$ cat src/tftq_pkg.sv
`timescale 1ns / 1ps
// ----------------------------------------------------------------------------
// tftq_pkg
// Shared types and constants for the task fifo and timer queue.
// ----------------------------------------------------------------------------
package tftq_pkg;
   localparam int TASK_DEPTH  = 16;
   localparam int TIMER_DEPTH = 16;
   localparam int ID_BITS     = 32;
   localparam int TASK_AW     = $clog2(TASK_DEPTH) > 0 ? $clog2(TASK_DEPTH) : 1;
   localparam int TIMER_AW    = $clog2(TIMER_DEPTH) > 0 ? $clog2(TIMER_DEPTH) : 1;
   localparam int TIMER_CW    = $clog2(TIMER_DEPTH + 1);
   localparam int TASK_CW     = $clog2(TASK_DEPTH + 1);
   localparam logic [63:0] NS_PER_MS = 64'd1000000;
   // largest delay allowed for a given now is floor((2^64-1-now)/1e6)

   typedef enum logic [1:0] {
      OP_POST = 2'd0, OP_ARM = 2'd1, OP_CANCEL = 2'd2, OP_RUN = 2'd3
   } op_type;

   typedef enum logic [2:0] {
      ST_OK = 3'd0, ST_DISABLED = 3'd1, ST_OVERFLOW = 3'd2, ST_FULL = 3'd3,
      ST_CLOCK = 3'd4, ST_BAD_ID = 3'd5
   } status_type;

   typedef enum logic [1:0] {
      RK_NONE = 2'd0, RK_TASK = 2'd1, RK_TIMER = 2'd2
   } kind_type;

   typedef struct packed {
      logic [1:0]  op;
      logic [31:0] task_tag;
      logic [63:0] wait_ms;
      logic [63:0] now_ns;
      logic [31:0] cancel_id;
   } req_type;

   typedef struct packed {
      logic [2:0]  status;
      logic [1:0]  ran_kind;
      logic [31:0] fired_tag;
      logic [31:0] new_timer_id;
      logic        cancel_found;
      logic [63:0] tasks_run_count;
      logic [63:0] timers_run_count;
   } rsp_type;

   // timer entry held in memory
   localparam int ENTRY_W = 64 + ID_BITS + 32;
   typedef struct packed {
      logic [63:0]        due;
      logic [ID_BITS-1:0] ident;
      logic [31:0]        handle;
   } entry_type;

   // scan request and result between control and scanner
   typedef struct packed {
      logic               start;
      logic               match_id;
      logic [ID_BITS-1:0] id;
   } scan_cmd_type;

   typedef struct packed {
      logic                done;
      logic                found;
      logic [TIMER_AW-1:0] slot;
      entry_type           entry;
   } scan_res_type;
endpackage

$ cat src/tftq_if.sv
`timescale 1ns / 1ps
// ----------------------------------------------------------------------------
// tftq_req_if / tftq_rsp_if / tftq_csr_if
// Valid/ready channels for requests, responses and the control register.
// ----------------------------------------------------------------------------
interface tftq_req_if import tftq_pkg::*; ();
   logic    valid;
   logic    ready;
   req_type data;
   modport source (output valid, output data, input ready);
   modport sink   (input valid, input data, output ready);
endinterface

interface tftq_rsp_if import tftq_pkg::*; ();
   logic    valid;
   logic    ready;
   rsp_type data;
   modport source (output valid, output data, input ready);
   modport sink   (input valid, input data, output ready);
endinterface

interface tftq_csr_if ();
   logic valid;
   logic ready;
   logic data;
   modport source (output valid, output data, input ready);
   modport sink   (input valid, input data, output ready);
endinterface

$ cat src/tftq_ram.sv
`timescale 1ns / 1ps
// ----------------------------------------------------------------------------
// tftq_ram
// Generic single-port-write, single-port-read ram with registered read.
// ----------------------------------------------------------------------------
module tftq_ram #(
   parameter int WIDTH = 32,
   parameter int DEPTH = 16
) (
   input  logic                     clock,
   input  logic                     wr_en,
   input  logic [$clog2(DEPTH)-1:0] wr_addr,
   input  logic [WIDTH-1:0]         wr_data,
   input  logic [$clog2(DEPTH)-1:0] rd_addr,
   output logic [WIDTH-1:0]         rd_data
);
   logic [WIDTH-1:0] mem [DEPTH];

   always_ff @(posedge clock) begin
      if (wr_en) begin
         mem[wr_addr] <= wr_data;
      end
      rd_data <= mem[rd_addr];
   end
endmodule

$ cat src/tftq_scan.sv
`timescale 1ns / 1ps
// ----------------------------------------------------------------------------
// tftq_scan
// Walks the timer memory one slot a cycle, finding the earliest valid entry
// (optionally restricted to one id), ties to smaller id then lower slot.
// ----------------------------------------------------------------------------
module tftq_scan import tftq_pkg::*; (
   input  logic                   clock,
   input  logic                   reset,
   input  scan_cmd_type           cmd,
   input  logic [TIMER_DEPTH-1:0] valid_bits,
   output logic [TIMER_AW-1:0]    rd_addr,
   input  entry_type              rd_data,
   output scan_res_type           res
);
   logic                busy_ff, busy_in;
   logic                pend_ff, pend_in;   // read data of slot pslot_ff arrives now
   logic [TIMER_AW-1:0] pslot_ff, pslot_in;
   logic [TIMER_CW-1:0] idx_ff, idx_in;
   logic                match_ff, match_in;
   logic [ID_BITS-1:0]  id_ff, id_in;
   logic                found_ff, found_in;
   logic [TIMER_AW-1:0] bslot_ff, bslot_in;
   entry_type           best_ff, best_in;
   logic                done_ff, done_in;
   logic                take;

   assign rd_addr = idx_ff[TIMER_AW-1:0];

   always_comb begin
      take = pend_ff && valid_bits[pslot_ff] && (!match_ff || rd_data.ident == id_ff) &&
             (!found_ff || rd_data.due < best_ff.due ||
              (rd_data.due == best_ff.due && rd_data.ident < best_ff.ident));
      busy_in  = busy_ff;
      pend_in  = 1'b0;
      pslot_in = pslot_ff;
      idx_in   = idx_ff;
      match_in = match_ff;
      id_in    = id_ff;
      found_in = found_ff || take;
      bslot_in = take ? pslot_ff : bslot_ff;
      best_in  = take ? rd_data : best_ff;
      done_in  = 1'b0;
      if (cmd.start) begin
         busy_in  = 1'b1;
         idx_in   = '0;
         match_in = cmd.match_id;
         id_in    = cmd.id;
         found_in = 1'b0;
      end else if (busy_ff) begin
         if (idx_ff == TIMER_CW'(TIMER_DEPTH)) begin
            // last slot is compared this cycle, so the best is final next cycle
            busy_in = 1'b0;
            done_in = 1'b1;
         end else begin
            pend_in  = 1'b1;
            pslot_in = idx_ff[TIMER_AW-1:0];
            idx_in   = idx_ff + 1'b1;
         end
      end
   end

   always_ff @(posedge clock) begin
      if (reset) begin
         busy_ff  <= 1'b0;
         pend_ff  <= 1'b0;
         done_ff  <= 1'b0;
         found_ff <= 1'b0;
      end else begin
         busy_ff  <= busy_in;
         pend_ff  <= pend_in;
         done_ff  <= done_in;
         found_ff <= found_in;
      end
      pslot_ff <= pslot_in;
      idx_ff   <= idx_in;
      match_ff <= match_in;
      id_ff    <= id_in;
      bslot_ff <= bslot_in;
      best_ff  <= best_in;
   end

   assign res.done  = done_ff;
   assign res.found = found_ff;
   assign res.slot  = bslot_ff;
   assign res.entry = best_ff;
endmodule

$ cat src/task_fifo_and_timer_queue_top.sv
`timescale 1ns / 1ps
// ----------------------------------------------------------------------------
// task_fifo_and_timer_queue_top
// Event scheduler: task fifo plus timer store, one response per request.
// ----------------------------------------------------------------------------
// One request is handled at a time. Every request first builds the due
// time and the overflow flag in S_MULT (two 32 by 20 bit products) and then
// S_SUM (one wide add), and is decided in S_CHECK. Post, arm and every refused
// or rejected request then go straight to S_RESP; a run that pops a queued
// task passes through S_FIFO first. Cancel, and a run that reaches the timers,
// read every timer slot through the timer memory's single read port, one slot
// a cycle, in S_SCAN and S_WAIT. The response moves into an output register,
// so the next request is taken while the last word waits; only when that
// register is still full does the block stall before answering. No clearing
// pass is needed after reset.
module task_fifo_and_timer_queue_top import tftq_pkg::*; (
   input logic      clock,
   input logic      reset,
   tftq_req_if.sink   req,
   tftq_rsp_if.source rsp,
   tftq_csr_if.sink   csr
);
   typedef enum logic [7:0] {
      S_IDLE  = 8'b00000001,
      S_MULT  = 8'b00000010,
      S_SUM   = 8'b00000100,
      S_CHECK = 8'b00001000,
      S_SCAN  = 8'b00010000,
      S_WAIT  = 8'b00100000,
      S_FIFO  = 8'b01000000,
      S_RESP  = 8'b10000000
   } state_type;

   state_type            state_ff, state_in;
   req_type              req_ff;
   rsp_type              rsp_ff, rsp_in;
   rsp_type              out_ff;
   logic                 out_valid_ff;
   logic                 out_load;
   logic                 en_ff;
   logic [TASK_AW-1:0]   head_ff, head_in;
   logic [TASK_CW-1:0]   count_ff, count_in;
   logic [TIMER_DEPTH-1:0] valid_ff, valid_in;
   logic [ID_BITS-1:0]   next_id_ff, next_id_in;
   logic [63:0]          tasks_ff, tasks_in, timers_ff, timers_in;
   logic [51:0]          plo_ff, phi_ff;
   logic [85:0]          wide_sum;
   logic                 ovf_ff;
   logic [63:0]          due_ff;

   logic                 tw_en;
   logic [TASK_AW-1:0]   tw_addr, tr_addr;
   logic [31:0]          tr_data;
   logic                 ew_en;
   logic [TIMER_AW-1:0]  ew_addr, er_addr;
   entry_type            ew_data, er_data;
   scan_cmd_type         scmd;
   scan_res_type         sres;
   logic                 free_any;
   logic [TIMER_AW-1:0]  free_slot;
   logic [ID_BITS-1:0]   id_a, id_b;

   // now + delay * 1e6 at full width; any bit above 63 means overflow
   assign wide_sum = {2'b00, phi_ff, 32'd0} + {34'd0, plo_ff} + {22'd0, req_ff.now_ns};

   assign req.ready = (state_ff == S_IDLE);
   assign rsp.valid = out_valid_ff;
   assign rsp.data  = out_ff;
   assign csr.ready = 1'b1;
   assign out_load  = (state_ff == S_RESP) && (!out_valid_ff || rsp.ready);

   always_comb begin
      free_any  = 1'b0;
      free_slot = '0;
      for (int i = TIMER_DEPTH - 1; i >= 0; i--) begin
         if (!valid_ff[i]) begin
            free_any  = 1'b1;
            free_slot = TIMER_AW'(i);
         end
      end
      id_a = next_id_ff;
      id_b = next_id_ff + 1'b1;
   end

   tftq_ram #(.WIDTH(32), .DEPTH(TASK_DEPTH)) u_task_ram (
      .clock, .wr_en(tw_en), .wr_addr(tw_addr), .wr_data(req_ff.task_tag),
      .rd_addr(tr_addr), .rd_data(tr_data));

   tftq_ram #(.WIDTH(ENTRY_W), .DEPTH(TIMER_DEPTH)) u_timer_ram (
      .clock, .wr_en(ew_en), .wr_addr(ew_addr), .wr_data(ew_data),
      .rd_addr(er_addr), .rd_data(er_data));

   tftq_scan u_scan (
      .clock, .reset, .cmd(scmd), .valid_bits(valid_ff),
      .rd_addr(er_addr), .rd_data(er_data), .res(sres));

   assign tr_addr = head_ff;

   always_comb begin
      logic [TASK_AW+1:0] wsum;
      wsum      = {2'b00, head_ff} + (TASK_AW + 2)'(count_ff);
      state_in  = state_ff;
      rsp_in    = rsp_ff;
      head_in   = head_ff;
      count_in  = count_ff;
      valid_in  = valid_ff;
      next_id_in = next_id_ff;
      tasks_in  = tasks_ff;
      timers_in = timers_ff;
      tw_en     = 1'b0;
      tw_addr   = TASK_AW'(wsum % TASK_DEPTH);
      ew_en     = 1'b0;
      ew_addr   = free_slot;
      ew_data.due    = due_ff;
      ew_data.ident  = (id_a == '0) ? id_b : id_a;
      ew_data.handle = req_ff.task_tag;
      scmd.start    = 1'b0;
      scmd.match_id = (req_ff.op == OP_CANCEL);
      scmd.id       = ID_BITS'(req_ff.cancel_id);
      case (state_ff)
         S_IDLE: begin
            if (req.valid) begin
               state_in = S_MULT;
            end
         end
         S_MULT: begin
            state_in = S_SUM;
         end
         S_SUM: begin
            state_in = S_CHECK;
         end
         S_CHECK: begin
            rsp_in = '0;
            case (op_type'(req_ff.op))
               OP_POST: begin
                  if (count_ff == TASK_CW'(TASK_DEPTH)) begin
                     rsp_in.status = ST_FULL;
                  end else begin
                     tw_en    = 1'b1;
                     count_in = count_ff + 1'b1;
                  end
                  state_in = S_RESP;
               end
               OP_ARM: begin
                  state_in = S_RESP;
                  if (!en_ff) rsp_in.status = ST_DISABLED;
                  else if (req_ff.now_ns == '0) rsp_in.status = ST_CLOCK;
                  else if (ovf_ff) rsp_in.status = ST_OVERFLOW;
                  else if (!free_any) rsp_in.status = ST_FULL;
                  else begin
                     ew_en = 1'b1;
                     valid_in[free_slot] = 1'b1;
                     rsp_in.new_timer_id = 32'(ew_data.ident);
                     next_id_in = (id_a == '0) ? id_b + 1'b1 : id_b;
                  end
               end
               OP_CANCEL: begin
                  if (req_ff.cancel_id == '0) begin
                     rsp_in.status = ST_BAD_ID;
                     state_in = S_RESP;
                  end else begin
                     scmd.start = 1'b1;
                     state_in = S_SCAN;
                  end
               end
               default: begin
                  if (count_ff != '0) begin
                     state_in = S_FIFO;
                  end else if (req_ff.now_ns == '0) begin
                     rsp_in.status = ST_CLOCK;
                     state_in = S_RESP;
                  end else begin
                     scmd.start = 1'b1;
                     state_in = S_SCAN;
                  end
               end
            endcase
         end
         S_SCAN: begin
            state_in = S_WAIT;
         end
         S_WAIT: begin
            if (sres.done) begin
               state_in = S_RESP;
               if (req_ff.op == OP_CANCEL) begin
                  if (sres.found) begin
                     valid_in[sres.slot] = 1'b0;
                     rsp_in.cancel_found = 1'b1;
                  end
               end else if (sres.found && sres.entry.due <= req_ff.now_ns) begin
                  valid_in[sres.slot] = 1'b0;
                  rsp_in.ran_kind  = RK_TIMER;
                  rsp_in.fired_tag = sres.entry.handle;
                  tasks_in  = tasks_ff + 1'b1;
                  timers_in = timers_ff + 1'b1;
               end
            end
         end
         S_FIFO: begin
            rsp_in.ran_kind  = RK_TASK;
            rsp_in.fired_tag = tr_data;
            head_in  = TASK_AW'(({1'b0, head_ff} + 1'b1) % TASK_DEPTH);
            count_in = count_ff - 1'b1;
            tasks_in = tasks_ff + 1'b1;
            state_in = S_RESP;
         end
         S_RESP: begin
            if (out_load) state_in = S_IDLE;
         end
         default: state_in = S_IDLE;
      endcase
      if (state_ff != S_RESP) begin
         rsp_in.tasks_run_count  = tasks_in;
         rsp_in.timers_run_count = timers_in;
      end
   end

   always_ff @(posedge clock) begin
      if (reset) begin
         state_ff     <= S_IDLE;
         en_ff        <= 1'b1;
         head_ff      <= '0;
         count_ff     <= '0;
         valid_ff     <= '0;
         next_id_ff   <= ID_BITS'(1);
         tasks_ff     <= '0;
         timers_ff    <= '0;
         out_valid_ff <= 1'b0;
      end else begin
         state_ff   <= state_in;
         if (csr.valid) en_ff <= csr.data;
         head_ff    <= head_in;
         count_ff   <= count_in;
         valid_ff   <= valid_in;
         next_id_ff <= next_id_in;
         tasks_ff   <= tasks_in;
         timers_ff  <= timers_in;
         if (out_load) out_valid_ff <= 1'b1;
         else if (rsp.ready) out_valid_ff <= 1'b0;
      end
      rsp_ff <= rsp_in;
      if (out_load) out_ff <= rsp_ff;
      if (req.valid && req.ready) begin
         req_ff <= req.data;
      end
      if (state_ff == S_MULT) begin
         plo_ff <= 52'(req_ff.wait_ms[31:0]) * 52'(NS_PER_MS[19:0]);
         phi_ff <= 52'(req_ff.wait_ms[63:32]) * 52'(NS_PER_MS[19:0]);
      end
      if (state_ff == S_SUM) begin
         due_ff <= wide_sum[63:0];
         ovf_ff <= |wide_sum[85:64];
      end
   end

   assert property (@(posedge clock) disable iff (reset)
      (rsp.valid && !rsp.ready) |=> rsp.valid && $stable(out_ff))
      else $error("response changed while held");
   assert property (@(posedge clock) disable iff (reset)
      count_ff <= TASK_CW'(TASK_DEPTH))
      else $error("task count beyond depth");
   assert property (@(posedge clock) disable iff (reset)
      (state_ff == S_CHECK && req_ff.op == OP_ARM && rsp_in.new_timer_id != '0)
      |=> next_id_ff != '0 || $past(next_id_ff) == '1)
      else $error("id counter handed out zero");
endmodule
$ cat src/flat_wrapper.sv
// flat-port wrapper written by rule: the top's interface ports become plain ports
module task_fifo_and_timer_queue_top_flat import tftq_pkg::*;
  (clock, reset, req_valid, req_data, req_ready, rsp_valid, rsp_data, rsp_ready, csr_valid, csr_data, csr_ready);
  tftq_req_if req_i ();
  tftq_rsp_if rsp_i ();
  tftq_csr_if csr_i ();
  input logic clock;
  input logic reset;
  input wire logic [$bits(req_i.valid)-1:0] req_valid;
  input wire logic [$bits(req_i.data)-1:0] req_data;
  output wire logic [$bits(req_i.ready)-1:0] req_ready;
  output wire logic [$bits(rsp_i.valid)-1:0] rsp_valid;
  output wire logic [$bits(rsp_i.data)-1:0] rsp_data;
  input wire logic [$bits(rsp_i.ready)-1:0] rsp_ready;
  input wire logic [$bits(csr_i.valid)-1:0] csr_valid;
  input wire logic [$bits(csr_i.data)-1:0] csr_data;
  output wire logic [$bits(csr_i.ready)-1:0] csr_ready;
  assign req_i.valid = req_valid;
  assign req_i.data = req_data;
  assign req_ready = req_i.ready;
  assign rsp_valid = rsp_i.valid;
  assign rsp_data = rsp_i.data;
  assign rsp_i.ready = rsp_ready;
  assign csr_i.valid = csr_valid;
  assign csr_i.data = csr_data;
  assign csr_ready = csr_i.ready;
  task_fifo_and_timer_queue_top u_core (.clock(clock), .reset(reset), .req(req_i), .rsp(rsp_i), .csr(csr_i));
endmodule
$ cat config.mk
export PLATFORM = sky130hd
export DESIGN_NAME = task_fifo_and_timer_queue_top_flat
export DESIGN_NICKNAME = d
export VERILOG_FILES = /design/src/tftq_pkg.sv /design/src/tftq_if.sv /design/src/tftq_ram.sv /design/src/tftq_scan.sv /design/src/task_fifo_and_timer_queue_top.sv /design/src/flat_wrapper.sv
export SDC_FILE = /design/constraint.sdc
export NUM_CORES = 2
export LEC_CHECK = 0
export ABC_CLOCK_PERIOD_IN_PS = 15300
export BUFFER_PORTS_ARGS = -buffer_cell sky130_fd_sc_hd__clkbuf_2
export CORE_ASPECT_RATIO = 0.75
export CORE_MARGIN = 2
export CORE_UTILIZATION = 60
export CTS_BUF_LIST = sky130_fd_sc_hd__clkbuf_8
export DETAILED_ROUTE_END_ITERATION = 12
export GPL_TIMING_DRIVEN = 1
export PLACE_DENSITY = 0.89
export RECOVER_POWER = 25
export SLEW_MARGIN = 20
export SYNTH_ARGS = -nofsm -noshare
export SYNTH_HDL_FRONTEND = slang
export SYNTH_SLANG_ARGS = --single-unit
$ cat constraint.sdc
create_clock -name clock -period 15.3 [get_ports clock]
set_clock_uncertainty 0.15 [all_clocks]
set_input_delay 1.53 -clock clock [delete_from_list [all_inputs] [get_ports clock]]
set_output_delay 1.53 -clock clock [all_outputs]
set_load 0.005 [all_outputs]
==> impl_results.md <==
* Run status: finished with violations
* Failing checks: capacitance limit, slew limit
* Final net count at 10.9k
* Chip Width at 605 um
* Vias in the first global route at 94.9k
* Final count of hold timing violations at 0
* Fin crit period at 7150 ps
* Clk root buf: clkbuf_8
* Post-route core utilization at 0.666
* DRC viols at 0
* Gates resized, CTS repair at 0
* Cell area power density at 161 nW/um^2
* Pins Over Slew Limit at 65
* Final worst setup slack at 8150 ps
* Main synth FF type: edfxtp_1
* I/O pin count at 401
* Yosys top cell by area: edfxtp_1
* CTS Buf Count at 559
* Gate Count Post-Synth at 9152
* Clock sink total at 3840
* CP Capture Type: register
* Post-Syn Area at 163000 sq um
* Fmax at 140 MHz
* Gr busiest metal: met2
* First-pass GRT wire length at 643000 um
* Unrepaired setup endpoints after global routing: no
* Die area at 275000 sq um
* Number of synthesized flops with an enable pin at 3476
* CTS Buffer Depth at 4
* Initial DRC Count at 15.6k
* Cell mode on critical path: fa_1
* Row Count at 165
* Layout filler cell count at 15.8k
* Critical Path Source Type: register
* Syn_nets at 10.2k
* Initial antenna violation count at 20
* Via/cell ratio at 6.82
* Asr flop ratio synth at 0
* # Post-CTS Setup Buffers at 0
* ANT nets after route at 0
* Met1 Use GR at 0.413
* Slowest cell on crit path: fa_1
* Final wirelength at 448000 um
* Post-place setup slack at 8370 ps
* Worst slew margin at -0.416
* Layout area overhead at 10.4%
* Average wire per standard cell at 32.1 um
* VDD IR max at 0.288 mV
* GR Layer Usage met2 at 0.496
* M3 GR Usage at 0.0882
* Req. time, crit path at 15940 ps
* Yosys top cell area share at 0.642
* Total iterations of the first detailed-routing run at 9
* Routed via count at 95.1k
* Setup TNS at 0 ps
* Leak Pwr at 63.4 nW
* Core area at 269000 sq um
* Hold Path Class: reg -> reg
* Placer Congestion at 0.919
* Hold Buf Count CTS at 0
* Crit Path Class: reg -> reg
* Largest net degree at the start of global routing at 161
* Ys Warns at 0
* Syn_area_per_cell at 17.8 sq um
* Port Buf Inserts at 399
* Synth Register Bits at 3840
* Clock slew at reported path FFs at 70 ps
* Most frequent cell after synthesis: edfxtp_1
* Post-synth top cells: 3476 x edfxtp_1, 805 x mux4_2, 627 x inv_1
* Critical path cell sequence: inv_1 -> fa_1 -> inv_1 -> fa_1 -> fa_1 -> fa_1 -> ha_1 -> inv_1 -> fa_1 -> inv_1 -> ha_1 -> a211o_1 -> a21oi_1 -> a211oi_1 -> a21oi_1 -> o211ai_1 -> a2111oi_0 -> o21ai_0 -> a21oi_1 -> o21ai_0 -> xor2_1
* WP data arrival at 7800 ps
* Synth top area cells: edfxtp_1 64%, mux4_2 11%, dfxtp_1 4.5%
* CTS tree: done
* Final setup violation count at 0
* Netlist cell types at 94
* CTS H-tree depth at 6
* Later-pin clock latency in the skew report at 1140 ps
* CP Max Fanout at 5
* Initial Util at 0.603
* Total Routing Usage GR at 0.324
* Layout cells sized above 1 at 0.204
* Seq/Total Area, Yosys at 0.687
* Final Cycle Share at 0.468
* Slew at the pin closest to its max-slew limit at 2120 ps
* Post-DP HPWL at 260000 um
* Die height at 455 um
* Grt ovf at 0
* Critical Path Max Stage Delay at 590 ps
* Max_cap viols at 2
through the flow:
step | power [mW] | instances | instance area (sq um) | hold slack, ps
2_1_floorplan | 18.6 | 9152 | 163000 | 236
3_3_place_gp | 20.4 | 12920 | 169000 | 237
3_5_place_dp | 20.7 | 12920 | 169000 | 239
4_1_cts | 28.7 | 13927 | 180000 | 253
5_1_grt | 30.2 | 13934 | 179000 | 263
6_report | 28.8 | 13942 | 179000 | 232
final cells by class:
cell class | count | area, sq um | share of cell area
Sequential cell | 3840 | 112000 | 0.622
Multi-Input combinational cell | 4349 | 47400 | 0.264
Clock buffer | 608 | 8370 | 0.0466
Tap cell | 3590 | 4490 | 0.0250
Timing Repair Buffer | 518 | 2880 | 0.0160
Inverter | 628 | 2440 | 0.0136
Clock inverter | 399 | 2210 | 0.0123
Antenna cell | 10 | 25.0 | 0.000139
cell families (layout without fill, tap and decap cells):
family,count (synthesis),in the layout,synth area share
xor+xnor,310,310,0.0168
fa+ha+maj,827,827,0.0763
flops,3840,3840,0.687
compound gates,943,943,0.0379
mux,869,869,0.116
other cells,1,11,0.0000231
simple gates,1399,1399,0.0437
buf+inv,963,2153,0.0224
where the power goes:
part	total (mW)	switching, mW	internal [mW]
sequential	12.3	0.310	12.0
clock	8.06	4.13	3.94
combinational	8.50	4.90	3.60
per-layer routing:
layer | vias up | part of all wire
met2 | 8901 | 0.46
met4 | 14 | 0.079
met5 | - | 0.00025
met3 | 2081 | 0.13
met1 | 46890 | 0.33
li1 | 37252 | -
cell usage in the layout (no fill, tap or decap), types with 68 or more instances in the layout:
cell type     n
o21ai_0     169
nand4_1     113
buf_4       107
nand3_1     113
fa_1        274
clkbuf_1     78
a21oi_1     266
nand2b_1     68
clkbuf_2    324
dfxtp_1     360
xnor2_1     193
inv_1       795
nor2_1      373
clkbuf_8    608
clkinv_1     82
clkinv_2     70
a21o_1      146
ha_1        553
edfxtp_1   3476
nand2_1     275
xor2_1      116
mux4_2      805
worst max-delay path, delay by kind of cell (launching register included):
kind / cells / cell delay [ps]
buffers and inverters: 4 / 430
AO/OA/AOI/OAI: 9 / 2570
XOR/XNOR: 1 / 150
flip-flops: 1 / 540
adder cells (fa/ha/maj): 7 / 3060
registers in the layout (all words and copies together), names as in the netlist, 46 cells and up:
signal	flops
u_core.u_timer_ram.mem	2048
u_core.u_task_ram.mem	512
u_core.rsp.data	198
u_core.rsp_ff	198
u_core.req_ff	162
u_core.u_scan.res	128
u_core.u_timer_ram.rd_data	128
u_core.due_ff	64
u_core.tasks_ff	64
u_core.timers_ff	64
u_core.phi_ff	46
u_core.plo_ff	46
worst paths after layout:
path / from / to / slack [ps] / cells past startpoint
setup / recovery: u_core.req_ff[107]$_DFFE_PP_ / u_core.plo_ff[50]$_DFFE_PP_ / 8150 / 21
hold / removal: u_core.rsp_ff[23]$_SDFFCE_PP0P_ / u_core.rsp.data[23]$_DFFE_PP_ / 230 / 0
setup reg to reg: u_core.req_ff[107]$_DFFE_PP_ / u_core.plo_ff[50]$_DFFE_PP_ / 8150 / 21
hold reg to reg: u_core.rsp_ff[23]$_SDFFCE_PP0P_ / u_core.rsp.data[23]$_DFFE_PP_ / 230 / 0
(Power assumes the default switching activity.)
